## config.mk

```make
export PLATFORM = sky130hd
export DESIGN_NAME = taylor_sine_series
export DESIGN_NICKNAME = d
export VERILOG_FILES = /design/src/rtl/tss_pkg.sv /design/src/rtl/tss_mult.sv /design/src/rtl/tss_dp.sv /design/src/rtl/tss_ctrl.sv /design/src/rtl/taylor_sine_series.sv
export SDC_FILE = /design/constraint.sdc
export NUM_CORES = 2
export LEC_CHECK = 0
export BUFFER_PORTS_ARGS = -buffer_cell sky130_fd_sc_hd__clkbuf_2
export CAP_MARGIN = 20
export CORE_ASPECT_RATIO = 0.8
export CORE_MARGIN = 2
export CORE_UTILIZATION = 60
export CTS_CLUSTER_DIAMETER = 150
export DETAILED_ROUTE_END_ITERATION = 7
export MAX_ROUTING_LAYER = met4
export PLACE_DENSITY = 0.74
export SYNTH_ARGS = -nofsm -noshare
export SYNTH_HDL_FRONTEND = slang
export SYNTH_SLANG_ARGS = --single-unit
```

## constraint.sdc

```tcl
create_clock -name i_clk -period 13 [get_ports i_clk]
set_input_delay 0 -clock i_clk [delete_from_list [all_inputs] [get_ports i_clk]]
set_output_delay 0 -clock i_clk [all_outputs]
set_load 0.02 [all_outputs]
```

## src/rtl/tss_pkg.sv

```systemverilog
// shared types, constants and reciprocal table for the taylor sine block
package tss_pkg;

    localparam int MAX_TERMS_DEF  = 16;
    localparam int FRAC_BITS      = 28;
    localparam int RECIP_BITS     = 32;
    localparam int TERM_COUNT_W   = 5;
    localparam int TERM_COUNT_RST = 8;
    localparam int ANGLE_W        = 32;
    localparam int SUM_W          = 40;
    localparam int WORD_W         = 64;
    localparam int HALF_W         = 32;
    localparam int PROD_W         = 128;
    localparam int MAG_W          = 62;
    localparam int RECIP_IDX_W    = 5;

    localparam logic [MAG_W-1:0] MAG_LIMIT = {MAG_W{1'b1}};

    typedef logic [RECIP_IDX_W-1:0]  t_recip_idx;
    typedef logic [TERM_COUNT_W-1:0] t_term_count;

    typedef enum logic [1:0] {
        MSEL_SQR     = 2'd0,
        MSEL_TERM_X2 = 2'd1,
        MSEL_T_RECIP = 2'd2
    } t_mul_sel;

    typedef enum logic {
        SHIFT_FRAC  = 1'b0,
        SHIFT_RECIP = 1'b1
    } t_shift_sel;

    typedef struct packed {
        logic       x_load;
        logic       sum_clear;
        logic       mul_start;
        t_mul_sel   mul_sel;
        logic       x2_load;
        logic       term_from_x;
        logic       term_from_mul;
        logic       sum_add;
        logic       out_load;
        t_recip_idx term_idx;
    } t_dp_cmd;

    typedef struct packed {
        logic mul_done;
    } t_dp_status;

    // round(2^32 / ((2n)(2n+1))), q0.32
    function automatic logic [RECIP_BITS-1:0] recip_rom(input t_recip_idx idx);
        logic [RECIP_BITS-1:0] val;
        unique case (idx)
            5'd1:    val = 32'd715827883;
            5'd2:    val = 32'd214748365;
            5'd3:    val = 32'd102261126;
            5'd4:    val = 32'd59652324;
            5'd5:    val = 32'd39045157;
            5'd6:    val = 32'd27531842;
            5'd7:    val = 32'd20452225;
            5'd8:    val = 32'd15790321;
            5'd9:    val = 32'd12558384;
            5'd10:   val = 32'd10226113;
            5'd11:   val = 32'd8488078;
            5'd12:   val = 32'd7158279;
            5'd13:   val = 32'd6118187;
            5'd14:   val = 32'd5289369;
            5'd15:   val = 32'd4618244;
            5'd16:   val = 32'd4067204;
            5'd17:   val = 32'd3609216;
            5'd18:   val = 32'd3224450;
            5'd19:   val = 32'd2898089;
            5'd20:   val = 32'd2618882;
            5'd21:   val = 32'd2378166;
            5'd22:   val = 32'd2169175;
            5'd23:   val = 32'd1986571;
            default: val = '0;
        endcase
        return val;
    endfunction

endpackage

```

## src/rtl/tss_mult.sv

```systemverilog
// multi-cycle signed multiply with floor shift and magnitude clamp
module tss_mult (
    input  logic                              i_clk,
    input  logic                              i_rst_n,
    input  logic                              i_start,
    input  tss_pkg::t_shift_sel               i_shift_sel,
    input  logic signed [tss_pkg::WORD_W-1:0] i_a,
    input  logic signed [tss_pkg::WORD_W-1:0] i_b,
    output logic                              o_done,
    output logic signed [tss_pkg::WORD_W-1:0] o_res
);
    import tss_pkg::*;

    logic [WORD_W-1:0]        mag_a;
    logic [WORD_W-1:0]        mag_b;
    logic [WORD_W-1:0]        r_mag_a;
    logic [WORD_W-1:0]        r_mag_b;
    logic                     r_neg;
    t_shift_sel               r_sel;
    logic                     r_busy;
    logic [2:0]               r_cnt;
    logic [1:0]               r_last;
    logic [2:0]               fin_cnt;
    logic [HALF_W-1:0]        op_a;
    logic [HALF_W-1:0]        op_b;
    logic [WORD_W-1:0]        r_pp;
    logic [1:0]               r_pp_k;
    logic                     r_pp_vld;
    logic [PROD_W-1:0]        r_acc;
    logic [PROD_W-1:0]        pp_shifted;
    logic [PROD_W-1:0]        quot;
    logic                     issue;
    logic                     finish;
    logic                     sat;
    logic                     rem;
    logic                     inc;
    logic [MAG_W-1:0]         mag;
    logic [WORD_W-1:0]        mag_w;
    logic [WORD_W-1:0]        n_res;
    logic signed [WORD_W-1:0] r_res;
    logic                     r_done;

    assign mag_a = i_a[WORD_W-1] ? WORD_W'(-i_a) : WORD_W'(i_a);
    assign mag_b = i_b[WORD_W-1] ? WORD_W'(-i_b) : WORD_W'(i_b);

    // partial product k: bit 0 picks the half of a, bit 1 the half of b
    assign fin_cnt = {1'b0, r_last} + 3'd2;
    assign issue   = r_busy && (r_cnt <= {1'b0, r_last});
    assign finish  = r_busy && (r_cnt == fin_cnt);
    assign op_a    = r_cnt[0] ? r_mag_a[WORD_W-1:HALF_W] : r_mag_a[HALF_W-1:0];
    assign op_b    = r_cnt[1] ? r_mag_b[WORD_W-1:HALF_W] : r_mag_b[HALF_W-1:0];

    always_comb begin
        unique case (r_pp_k)
            2'd0:       pp_shifted = PROD_W'(r_pp);
            2'd1, 2'd2: pp_shifted = PROD_W'(r_pp) << HALF_W;
            2'd3:       pp_shifted = PROD_W'(r_pp) << WORD_W;
        endcase
    end

    // floor of the signed quotient, magnitude clamped
    always_comb begin
        if (r_sel == SHIFT_RECIP) begin
            quot = r_acc >> RECIP_BITS;
            rem  = |r_acc[RECIP_BITS-1:0];
        end else begin
            quot = r_acc >> FRAC_BITS;
            rem  = |r_acc[FRAC_BITS-1:0];
        end
        sat   = |quot[PROD_W-1:MAG_W];
        mag   = sat ? MAG_LIMIT : quot[MAG_W-1:0];
        inc   = r_neg && rem && (mag != MAG_LIMIT);
        mag_w = {{(WORD_W-MAG_W){1'b0}}, mag};
        n_res = r_neg ? (~mag_w + WORD_W'(!inc)) : mag_w;
    end

    always_ff @(posedge i_clk) begin
        if (!i_rst_n) begin
            r_busy   <= 1'b0;
            r_cnt    <= '0;
            r_pp_vld <= 1'b0;
            r_done   <= 1'b0;
        end else begin
            r_done   <= finish;
            r_pp_vld <= issue;
            if (i_start) begin
                r_busy <= 1'b1;
                r_cnt  <= '0;
            end else if (finish) begin
                r_busy <= 1'b0;
            end else if (r_busy) begin
                r_cnt <= r_cnt + 3'd1;
            end
        end
    end

    always_ff @(posedge i_clk) begin
        if (i_start) begin
            r_mag_a <= mag_a;
            r_mag_b <= mag_b;
            r_neg   <= i_a[WORD_W-1] ^ i_b[WORD_W-1];
            r_sel   <= i_shift_sel;
            r_last  <= (mag_b[WORD_W-1:HALF_W] == '0) ? 2'd1 : 2'd3;
            r_acc   <= '0;
        end else if (r_pp_vld) begin
            r_acc <= r_acc + pp_shifted;
        end
        if (issue) begin
            r_pp   <= WORD_W'(op_a) * WORD_W'(op_b);
            r_pp_k <= r_cnt[1:0];
        end
        if (finish) begin
            r_res <= $signed(n_res);
        end
    end

    assign o_done = r_done;
    assign o_res  = r_res;

    a_done_pulse: assert property (@(posedge i_clk) disable iff (!i_rst_n)
        r_done |=> !r_done)
        else $error("multiplier done held longer than one cycle");

    a_no_restart: assert property (@(posedge i_clk) disable iff (!i_rst_n)
        i_start |-> !r_busy)
        else $error("multiplier started while busy");

endmodule

```

## src/rtl/tss_dp.sv

```systemverilog
// datapath: angle, square, term, saturating sum and result register
module tss_dp (
    input  logic                               i_clk,
    input  logic                               i_rst_n,
    input  tss_pkg::t_dp_cmd                   i_cmd,
    output tss_pkg::t_dp_status                o_status,
    input  logic signed [tss_pkg::ANGLE_W-1:0] i_angle,
    output logic signed [tss_pkg::SUM_W-1:0]   o_sine_sum,
    output logic                               o_overflow
);
    import tss_pkg::*;

    localparam int ACC_W = WORD_W + 1;

    logic signed [ANGLE_W-1:0] r_x;
    logic signed [WORD_W-1:0]  r_x2;
    logic signed [WORD_W-1:0]  r_term;
    logic signed [SUM_W-1:0]   r_sum;
    logic                      r_ovf;
    logic signed [SUM_W-1:0]   r_out_sum;
    logic                      r_out_ovf;
    logic signed [WORD_W-1:0]  mul_a;
    logic signed [WORD_W-1:0]  mul_b;
    t_shift_sel                mul_shift;
    logic                      mul_done;
    logic signed [WORD_W-1:0]  mul_res;
    logic signed [ACC_W-1:0]   sum_ext;
    logic                      sum_fits;
    logic signed [SUM_W-1:0]   n_sum;

    always_comb begin
        unique case (i_cmd.mul_sel)
            MSEL_SQR: begin
                mul_a     = WORD_W'(r_x);
                mul_b     = WORD_W'(r_x);
                mul_shift = SHIFT_FRAC;
            end
            MSEL_TERM_X2: begin
                mul_a     = r_term;
                mul_b     = r_x2;
                mul_shift = SHIFT_FRAC;
            end
            MSEL_T_RECIP: begin
                mul_a     = mul_res;
                mul_b     = $signed(WORD_W'(recip_rom(i_cmd.term_idx)));
                mul_shift = SHIFT_RECIP;
            end
            default: begin
                mul_a     = '0;
                mul_b     = '0;
                mul_shift = SHIFT_FRAC;
            end
        endcase
    end

    tss_mult u_mult (
        .i_clk       (i_clk),
        .i_rst_n     (i_rst_n),
        .i_start     (i_cmd.mul_start),
        .i_shift_sel (mul_shift),
        .i_a         (mul_a),
        .i_b         (mul_b),
        .o_done      (mul_done),
        .o_res       (mul_res)
    );

    // clamp to the q11 range when the upper bits are not all sign
    always_comb begin
        sum_ext  = ACC_W'(r_sum) + ACC_W'(r_term);
        sum_fits = (&sum_ext[ACC_W-1:SUM_W-1]) || !(|sum_ext[ACC_W-1:SUM_W-1]);
        if (sum_fits) begin
            n_sum = sum_ext[SUM_W-1:0];
        end else if (sum_ext[ACC_W-1]) begin
            n_sum = {1'b1, {(SUM_W-1){1'b0}}};
        end else begin
            n_sum = {1'b0, {(SUM_W-1){1'b1}}};
        end
    end

    always_ff @(posedge i_clk) begin
        if (i_cmd.x_load) begin
            r_x <= i_angle;
        end
        if (i_cmd.x2_load) begin
            r_x2 <= mul_res;
        end
        if (i_cmd.term_from_x) begin
            r_term <= WORD_W'(r_x);
        end else if (i_cmd.term_from_mul) begin
            r_term <= -mul_res;
        end
        if (i_cmd.sum_clear) begin
            r_sum <= '0;
            r_ovf <= 1'b0;
        end else if (i_cmd.sum_add) begin
            r_sum <= n_sum;
            r_ovf <= r_ovf | !sum_fits;
        end
        if (i_cmd.out_load) begin
            r_out_sum <= r_sum;
            r_out_ovf <= r_ovf;
        end
    end

    assign o_status.mul_done = mul_done;
    assign o_sine_sum        = r_out_sum;
    assign o_overflow        = r_out_ovf;

endmodule

```

## src/rtl/tss_ctrl.sv

```systemverilog
// sequencer: handshakes, term count register and series loop control
module tss_ctrl #(
    parameter int MAX_TERMS = tss_pkg::MAX_TERMS_DEF
) (
    input  logic                 i_clk,
    input  logic                 i_rst_n,
    input  logic                 i_angle_valid,
    output logic                 o_angle_ready,
    output logic                 o_result_valid,
    input  logic                 i_result_ready,
    input  logic                 i_cfg_valid,
    output logic                 o_cfg_ready,
    input  tss_pkg::t_term_count i_cfg_term_count,
    output tss_pkg::t_dp_cmd     o_cmd,
    input  tss_pkg::t_dp_status  i_status
);
    import tss_pkg::*;

    localparam int CNT_W = $clog2(MAX_TERMS + 1);

    typedef enum logic [6:0] {
        S_IDLE  = 7'b0000001,
        S_START = 7'b0000010,
        S_SQR   = 7'b0000100,
        S_ADD   = 7'b0001000,
        S_MUL1  = 7'b0010000,
        S_MUL2  = 7'b0100000,
        S_DONE  = 7'b1000000
    } t_state;

    t_state             r_state;
    t_state             n_state;
    t_term_count        r_term_count;
    logic [CNT_W-1:0]   r_count;
    logic [CNT_W-1:0]   n_count;
    logic [CNT_W-1:0]   r_n;
    logic [CNT_W-1:0]   n_n;
    logic [CNT_W-1:0]   n_inc;
    logic [CNT_W-1:0]   clamp_count;
    logic               r_out_vld;
    logic               n_out_vld;
    t_dp_cmd            cmd;

    assign clamp_count = (r_term_count > TERM_COUNT_W'(MAX_TERMS)) ? CNT_W'(MAX_TERMS)
                                                                    : CNT_W'(r_term_count);
    assign n_inc       = r_n + CNT_W'(1);

    always_comb begin
        cmd          = '0;
        cmd.mul_sel  = MSEL_SQR;
        cmd.term_idx = RECIP_IDX_W'(r_n);
        n_state      = r_state;
        n_count      = r_count;
        n_n          = r_n;
        n_out_vld    = r_out_vld && !i_result_ready;
        unique case (r_state)
            S_IDLE: begin
                if (i_angle_valid) begin
                    cmd.x_load    = 1'b1;
                    cmd.sum_clear = 1'b1;
                    n_count       = clamp_count;
                    n_n           = '0;
                    n_state       = (clamp_count == '0) ? S_DONE : S_START;
                end
            end
            S_START: begin
                cmd.mul_start = 1'b1;
                cmd.mul_sel   = MSEL_SQR;
                n_state       = S_SQR;
            end
            S_SQR: begin
                if (i_status.mul_done) begin
                    cmd.x2_load     = 1'b1;
                    cmd.term_from_x = 1'b1;
                    n_state         = S_ADD;
                end
            end
            S_ADD: begin
                cmd.sum_add = 1'b1;
                n_n         = n_inc;
                if (n_inc == r_count) begin
                    n_state = S_DONE;
                end else begin
                    cmd.mul_start = 1'b1;
                    cmd.mul_sel   = MSEL_TERM_X2;
                    n_state       = S_MUL1;
                end
            end
            S_MUL1: begin
                if (i_status.mul_done) begin
                    cmd.mul_start = 1'b1;
                    cmd.mul_sel   = MSEL_T_RECIP;
                    n_state       = S_MUL2;
                end
            end
            S_MUL2: begin
                if (i_status.mul_done) begin
                    cmd.term_from_mul = 1'b1;
                    n_state           = S_ADD;
                end
            end
            S_DONE: begin
                if (!r_out_vld || i_result_ready) begin
                    cmd.out_load = 1'b1;
                    n_out_vld    = 1'b1;
                    n_state      = S_IDLE;
                end
            end
            default: begin
                n_state = S_IDLE;
            end
        endcase
    end

    always_ff @(posedge i_clk) begin
        if (!i_rst_n) begin
            r_state      <= S_IDLE;
            r_term_count <= TERM_COUNT_W'(TERM_COUNT_RST);
            r_count      <= '0;
            r_n          <= '0;
            r_out_vld    <= 1'b0;
        end else begin
            r_state   <= n_state;
            r_count   <= n_count;
            r_n       <= n_n;
            r_out_vld <= n_out_vld;
            if (i_cfg_valid) begin
                r_term_count <= i_cfg_term_count;
            end
        end
    end

    assign o_cmd          = cmd;
    assign o_angle_ready  = (r_state == S_IDLE);
    assign o_result_valid = r_out_vld;
    assign o_cfg_ready    = 1'b1;

    a_n_bound: assert property (@(posedge i_clk) disable iff (!i_rst_n)
        r_n <= r_count)
        else $error("term index ran past the term count");

    a_done_expected: assert property (@(posedge i_clk) disable iff (!i_rst_n)
        i_status.mul_done |-> (r_state == S_SQR || r_state == S_MUL1 || r_state == S_MUL2))
        else $error("multiplier finished while no product was awaited");

    a_result_posted: assert property (@(posedge i_clk) disable iff (!i_rst_n)
        (r_state == S_DONE) && !r_out_vld |=> r_out_vld && (r_state == S_IDLE))
        else $error("finished sum not posted to an empty output register");

endmodule

```

## src/rtl/taylor_sine_series.sv

```systemverilog
// top level of the fixed-point taylor series sine block
//
// usage:
// - angle channel: i_angle (signed q3.28 radians) with i_angle_valid / o_angle_ready;
//   one request is taken while the sequencer is idle
// - result channel: o_sine_sum (signed q11.28, saturated) and o_overflow with
//   o_result_valid / i_result_ready; one result per angle, in order
// - config channel: i_cfg_term_count with i_cfg_valid / o_cfg_ready (always ready);
//   write only while no angle is in flight, values above MAX_TERMS act as MAX_TERMS
// - zero terms skip the multiplier and post the cleared sum; otherwise x^2 is formed first,
//   then each further term needs the term times x^2 product and the reciprocal product
// - per-term cost is set by the single 32x32 multiplier: the term times x^2 product
//   takes 4 partial products (2 when x^2 < 2^32), the reciprocal product 2
// - the next angle is taken the cycle after the result enters the output register,
//   so a result waiting on a stalled receiver does not block the next request;
//   a second finished sum waits in the sequencer until the receiver takes the first
// - reset (synchronous, active low) returns the sequencer to idle, drops any
//   pending result and sets the term count to 8
module taylor_sine_series #(
    parameter int MAX_TERMS = tss_pkg::MAX_TERMS_DEF
) (
    input  logic                               i_clk,
    input  logic                               i_rst_n,
    input  logic                               i_angle_valid,
    output logic                               o_angle_ready,
    input  logic signed [tss_pkg::ANGLE_W-1:0] i_angle,
    output logic                               o_result_valid,
    input  logic                               i_result_ready,
    output logic signed [tss_pkg::SUM_W-1:0]   o_sine_sum,
    output logic                               o_overflow,
    input  logic                               i_cfg_valid,
    output logic                               o_cfg_ready,
    input  tss_pkg::t_term_count               i_cfg_term_count
);
    import tss_pkg::*;

    // command and status between sequencer and datapath
    t_dp_cmd    dp_cmd;
    t_dp_status dp_status;

    // sequencer: term loop, handshakes and the term count register
    tss_ctrl #(
        .MAX_TERMS (MAX_TERMS)
    ) u_ctrl (
        .i_clk            (i_clk),
        .i_rst_n          (i_rst_n),
        .i_angle_valid    (i_angle_valid),
        .o_angle_ready    (o_angle_ready),
        .o_result_valid   (o_result_valid),
        .i_result_ready   (i_result_ready),
        .i_cfg_valid      (i_cfg_valid),
        .o_cfg_ready      (o_cfg_ready),
        .i_cfg_term_count (i_cfg_term_count),
        .o_cmd            (dp_cmd),
        .i_status         (dp_status)
    );

    // datapath: x^2, term recurrence through the shared multiplier, clamped sum
    tss_dp u_dp (
        .i_clk      (i_clk),
        .i_rst_n    (i_rst_n),
        .i_cmd      (dp_cmd),
        .o_status   (dp_status),
        .i_angle    (i_angle),
        .o_sine_sum (o_sine_sum),
        .o_overflow (o_overflow)
    );

endmodule

```

# After elaboration in Yosys (flattened, before gate mapping)
# Memory sizes are Yosys's and may differ from the RTL's. A register that Yosys moved wholly into a read port is not among the register bits.
# Cells that the tools add are included.
# op_classes
div,0
add_sub_neg,9
mux,45
shift,0
eq_ne,19
multipliers,1
order_cmp,2
bitwise,5
reduce_logical,31
# ops
op,count
case mux 128 bit (3 select lines),1
case mux 64 bit (3 select lines),2
2-to-1 mux 64 bit,3
negation 64 bit,3
adder 128 bit,1
2-to-1 mux 62 bit,2
2-to-1 mux 100 bit,1
2-to-1 mux 40 bit,2
OR reduction 66 bit,1
adder 40 x 64 -> 65 bit,1
adder 64 x 1 -> 64 bit,1
multiplier 32 x 32 -> 64 bit,1
2-to-1 mux 32 bit,2
inverter 62 -> 64 bit,1
2-to-1 mux 63 bit,1
"!= test 62 bit, second input constant",1
2-to-1 mux 7 bit,6
case mux 7 bit (6 select lines),1
logical NOT 32 bit,1
OR reduction 32 bit,1
OR reduction 28 bit,1
AND reduction 26 bit,1
OR reduction 26 bit,1
2-to-1 mux 5 bit,4
other kinds (35),72
# totals
mem_count,1
out_inout_bits,44
elab_cells,140
mem_bits_rw,0
register_bits,661
latchBits,0
in_bits,42
romBits,928
# mem_list
memory,depth,word_bits,rd,rd_clocked_by_memory_dff,wr,line_no,source
(no name shown),32,29,1,1,0,tss_pkg.sv:53,unique case (idx)

# Depth between registers and ports, before layout
# logic_depth
word_depth,10
ltp_mapped,37
mapped_depth_nobuf,32

# Hierarchy
# Synthesis repeated with hierarchy kept, for this count alone.
# hier_totals
hier_cells,8824
area_unflattened_um2,78046.1
# by_module_without_submodules
mod,area_each_um2,seq_area_each_um2,n_inst,cells_each
tss_mult,60274.1,10520.1,1,6836
tss_dp,16495.8,6856.6,1,1835
tss_ctrl,1276.2,460.4,1,153

# Worst setup path after synthesis
# No wires, ideal clock.
# synth_path
path_type,register -> register
from,register u_dp.u_mult.r_cnt[0]
to,"register u_dp.u_mult.r_pp[61], data pin"
path_stages_with_launch,35
setup_slack_ns,3.163
t_required_ns,12.741
period_less_slack_ns,9.837
setup_ns,0.259
arrival_time_ns,9.578
path_cell_list,dfxtp_1 -> clkbuf_1 -> buf_1 -> buf_1 -> mux2i_1 -> clkbuf_1 -> nor2_1 -> fa_1 -> inv_1 -> fa_1 -> fa_1 -> fa_1 -> inv_1 -> fa_1 -> inv_1 -> fa_1 -> inv_1 -> fa_1 -> fa_1 -> ha_1 -> a21oi_1 -> o21ai_0 -> a221o_1 -> a21oi_1 -> a21oi_1 -> a311o_1 -> a221oi_1 -> a21oi_1 -> a31oi_1 -> nor2_1 -> or3_1 -> a21oi_1 -> nor3_1 -> a41oi_1 -> xnor2_1
# synth_via
elab_chain_len,2
# synth_lines
element,line_no,source
"start, declared",tss_mult.sv:21,logic [2:0] r_cnt;
"start signal, assigned",tss_mult.sv:92,r_cnt <= r_cnt + 3'd1;
2-to-1 mux 32 bit,tss_mult.sv:50,assign op_a = r_cnt[0] ? r_mag_a[WORD_W-1:HALF_W] : r_mag_a[HALF_W-1:0];
multiplier 32 x 32 -> 64 bit,tss_mult.sv:109,r_pp <= WORD_W'(op_a) * WORD_W'(op_b);
"end signal, assigned",tss_mult.sv:109,
"end, declared",tss_mult.sv:26,logic [WORD_W-1:0] r_pp;
# No other way between the ends.
# A chain may end at the register's enable or synchronous reset.

# Final worst setup path
# Same ends and word-level chain as after synthesis.

==> impl_metrics.yaml <==
finish:
  final_nets: 10000
  post-route-util_pct: 64.4
  synthToLayoutAreaGrowth_pct: 6.78
  final-seq-area_um2: 18400
  nFillCells: 10700
  multi_input_area_um2: 54500
  layout-drive-gt1-share_pct: 6.20
logic_synthesis:
  synthFlopType: "edfxtp_1"
  synth_top_family_by_area: "adder cells"
  yosys.cell_count.top_type: "nor2_1"
  synth-compound-area-share_pct: 13.0
  yosys_warnings: 0
  yosysTopAreaCellShare_pct: 23.1
  synthTopCellsByCount: "1119 x nor2_1, 974 x inv_1, 930 x nand2_1, 898 x fa_1, 472 x ha_1"
  synth_cell_type_count: 98
  synth.area.top_cells: "fa_1 23%, edfxtp_1 18%, ha_1 7.6%, dfxtp_1 5.8%, nor2_1 5.4%"
  synth_xor_area_share_pct: 5.05
  yosysSeqAreaShare_pct: 23.6
  synth.net_count: 10200
  synth_seq_cells: 689
  ys_async_sr_fraction_pct: 0
  synth_fa_ha_area_share_pct: 30.7
  synth_edf_count: 462
  avgSynthCellArea_um2: 8.91
  synthMuxAreaShare_pct: 3.93
  yosys.area_share.simple_pct: 16.8
  synth_area_leader_cell: "fa_1"
  netlist_instances: 8740
  syn_area_um2: 77900
worst_setup_path:
  critical_path.most_common_cell: "fa_1"
  r2r_cells: 30
  cp_max_fo: 36
  slowest_delay_ns: 0.91
  critical_path_class: "reg -> reg"
  critPathArrivalTime_ns: 11.99
  required_ns: 13.41
  worstSetupEndpointType: "flop"
  cp-start-kind: "flop"
  cp_slowest_cell: "a221oi_1"
timing:
  fin_crit_ns: 11.57
  finalSetupViolCount: 0
  fin_crit_sh_pct: 89.0
  slew-limit-headroom_pct: 20.6
  rsz0062_at_grt: "false"
  layout_setup_ws_ns: 1.43
  drv_slew: 0
  max_freq_ghz: 0.0864
  worst_hold_slack_ns: 0.0378
  tns_ns: 0
  hold_violations: 0
  worst_pin_slew_ns: 1.17
  clock_skew_ns: 0.0480
route:
  drt-met1-wl_um: 113000
  wl_um: 283000
  vias_per_cell: 6.44
  post_drt_wl_per_cell_um: 27.1
  drt_iter0_markers: 8409
  top_layer_used: "met4"
  vias: 67300
  wl_met2_um: 115000
  postRouteAntennaNets: 0
  drt_drc_violations_left: 0
  first_pass_iters: 7
  wl_met3_um: 42000
global_route:
  grt_pass1_vias: 64500
  grt_pass1_wl_um: 418000
  grt_start_max_net_pins: 134
  gr-total-overflow: 0
  antenna_found_initial: 19
  grtUsageTotal_pct: 43.9
clocking:
  h-tree-depth: 3
  cts.clk_slew.worst_paths_ns: 0.07
  cts-root-buf: "clkbuf_16"
  cts_buffers: 71
  cts_buffer_depth: 3
  insertion_delay_ns: 0.68
  clock-sinks: 689
  postCtsResizedCells: 0
  cts_tree: "built"
floorplanning:
  die_height_um: 326
  initial_utilization_pct: 60.3
  die_w_um: 407
  row_count: 118
  core_um2: 129000
  ios: 86
  dieArea_um2: 133000
hold_path:
  hold_depth: 2
  hp-class: "in -> reg"
place:
  dp_hpwl_um: 222000
  gp_congestion: 1.10
  port-buffer-count: 84
  pre_cts_slack_ns: 1.89
outcome:
  status: "finished clean"
job:
  cap_violations: 0
-- registers in the layout, summed over array words and instances, names as in the netlist, 7 cells and up, named ones only --
| register | count |
|---|---|
| u_dp.u_mult.r_pp | 64 |
| u_dp.r_x2 | 64 |
| u_dp.r_sum | 40 |
| u_dp.r_term | 64 |
| u_dp.o_sine_sum | 40 |
| u_dp.u_mult.r_acc | 128 |
| u_ctrl.r_state | 7 |
| u_dp.u_mult.o_res | 64 |
| u_dp.u_mult.r_mag_b | 64 |
| u_dp.u_mult.r_mag_a | 64 |
| u_dp.r_x | 32 |
-- worst max-delay path: cells and delay by family, from the launching register on --
kind / cells / cell delay [ns]
flops: 1 / 0.75
simple gates: 7 / 1.11
compound gates: 8 / 2.95
mux: 1 / 0.86
buf+inv: 4 / 0.89
xor+xnor: 1 / 0.10
fa+ha+maj: 9 / 4.60
-- routing by layer --
| metal | track usage (%) | vias to the layer above |
|---|---|---|
| met3 | 15.7 | 670 |
| met2 | 59.1 | 4417 |
| met4 | 16.1 | 0 |
| li1 | - | 29200 |
| met5 | - | - |
| met1 | 60.7 | 33000 |
-- placed cells by master, fill, tap and decap left out, drive strengths merged, types with 25 or more instances in the layout --
cell type	n
a21oi	429
xnor2	241
fa	898
a221o	26
o31ai	41
nor3	182
and3	64
mux2	85
clkbuf	174
dlygate4sd3	52
a31oi	57
a211oi	34
a221oi	50
o21bai	56
a22o	51
a22oi	35
ha	472
nand3	106
clkinv	25
or4	33
nor2	1119
o21a	29
nand4	94
and2	110
inv	982
nor4	70
nand2b	48
o21ai	407
dfxtp	227
nor2b	55
buf	125
or3	38
edfxtp	462
nand2	930
o311ai	38
mux2i	210
xor2	206
a21o	149
-- timing repair --
item                                   4_1_cts  5_1_grt
setup buffers                                0        0
endpoints found under the hold margin       59        0
hold buffers                                52        0
-- area by class of cell --
type | count | share of cell area [%]
clock buffers | 90 | 2.36
well taps | 1740 | 2.62
inverters | 980 | 4.43
multi-input cells | 6616 | 65.5
diodes | 21 | 0.0632
flip-flops and latches | 689 | 22.2
clock inverters | 41 | 0.603
repair buffers | 261 | 2.31
-- kinds of logic after synthesis --
kind of cell | after synthesis
flops | 689
buf+inv | 1435
mux | 295
other cells | 1
simple gates | 2926
compound gates | 1576
xor+xnor | 448
fa+ha+maj | 1370
-- per-stage QoR --
step,std cells,area [um^2]
floorplan,8740,77900
finish,10400,83200
global route,10400,83200
detailed placement,10200,80100
global placement,10200,80100
CTS,10400,83100
-- final timing paths --
check / startpoint / end / slack (ns)
hold reg to reg: u_dp.r_ovf / u_dp.o_overflow / 0.44
setup reg to reg: u_dp.u_mult.r_cnt[0] / u_dp.u_mult.r_pp[61] / 1.43
hold / removal: i_angle[16] / u_dp.r_x[16] / 0.04
setup / recovery: u_dp.u_mult.r_cnt[0] / u_dp.u_mult.r_pp[61] / 1.43
Power is not shown: default switching activity piles up to over one toggle a cycle in this logic, so the estimate is an artifact.
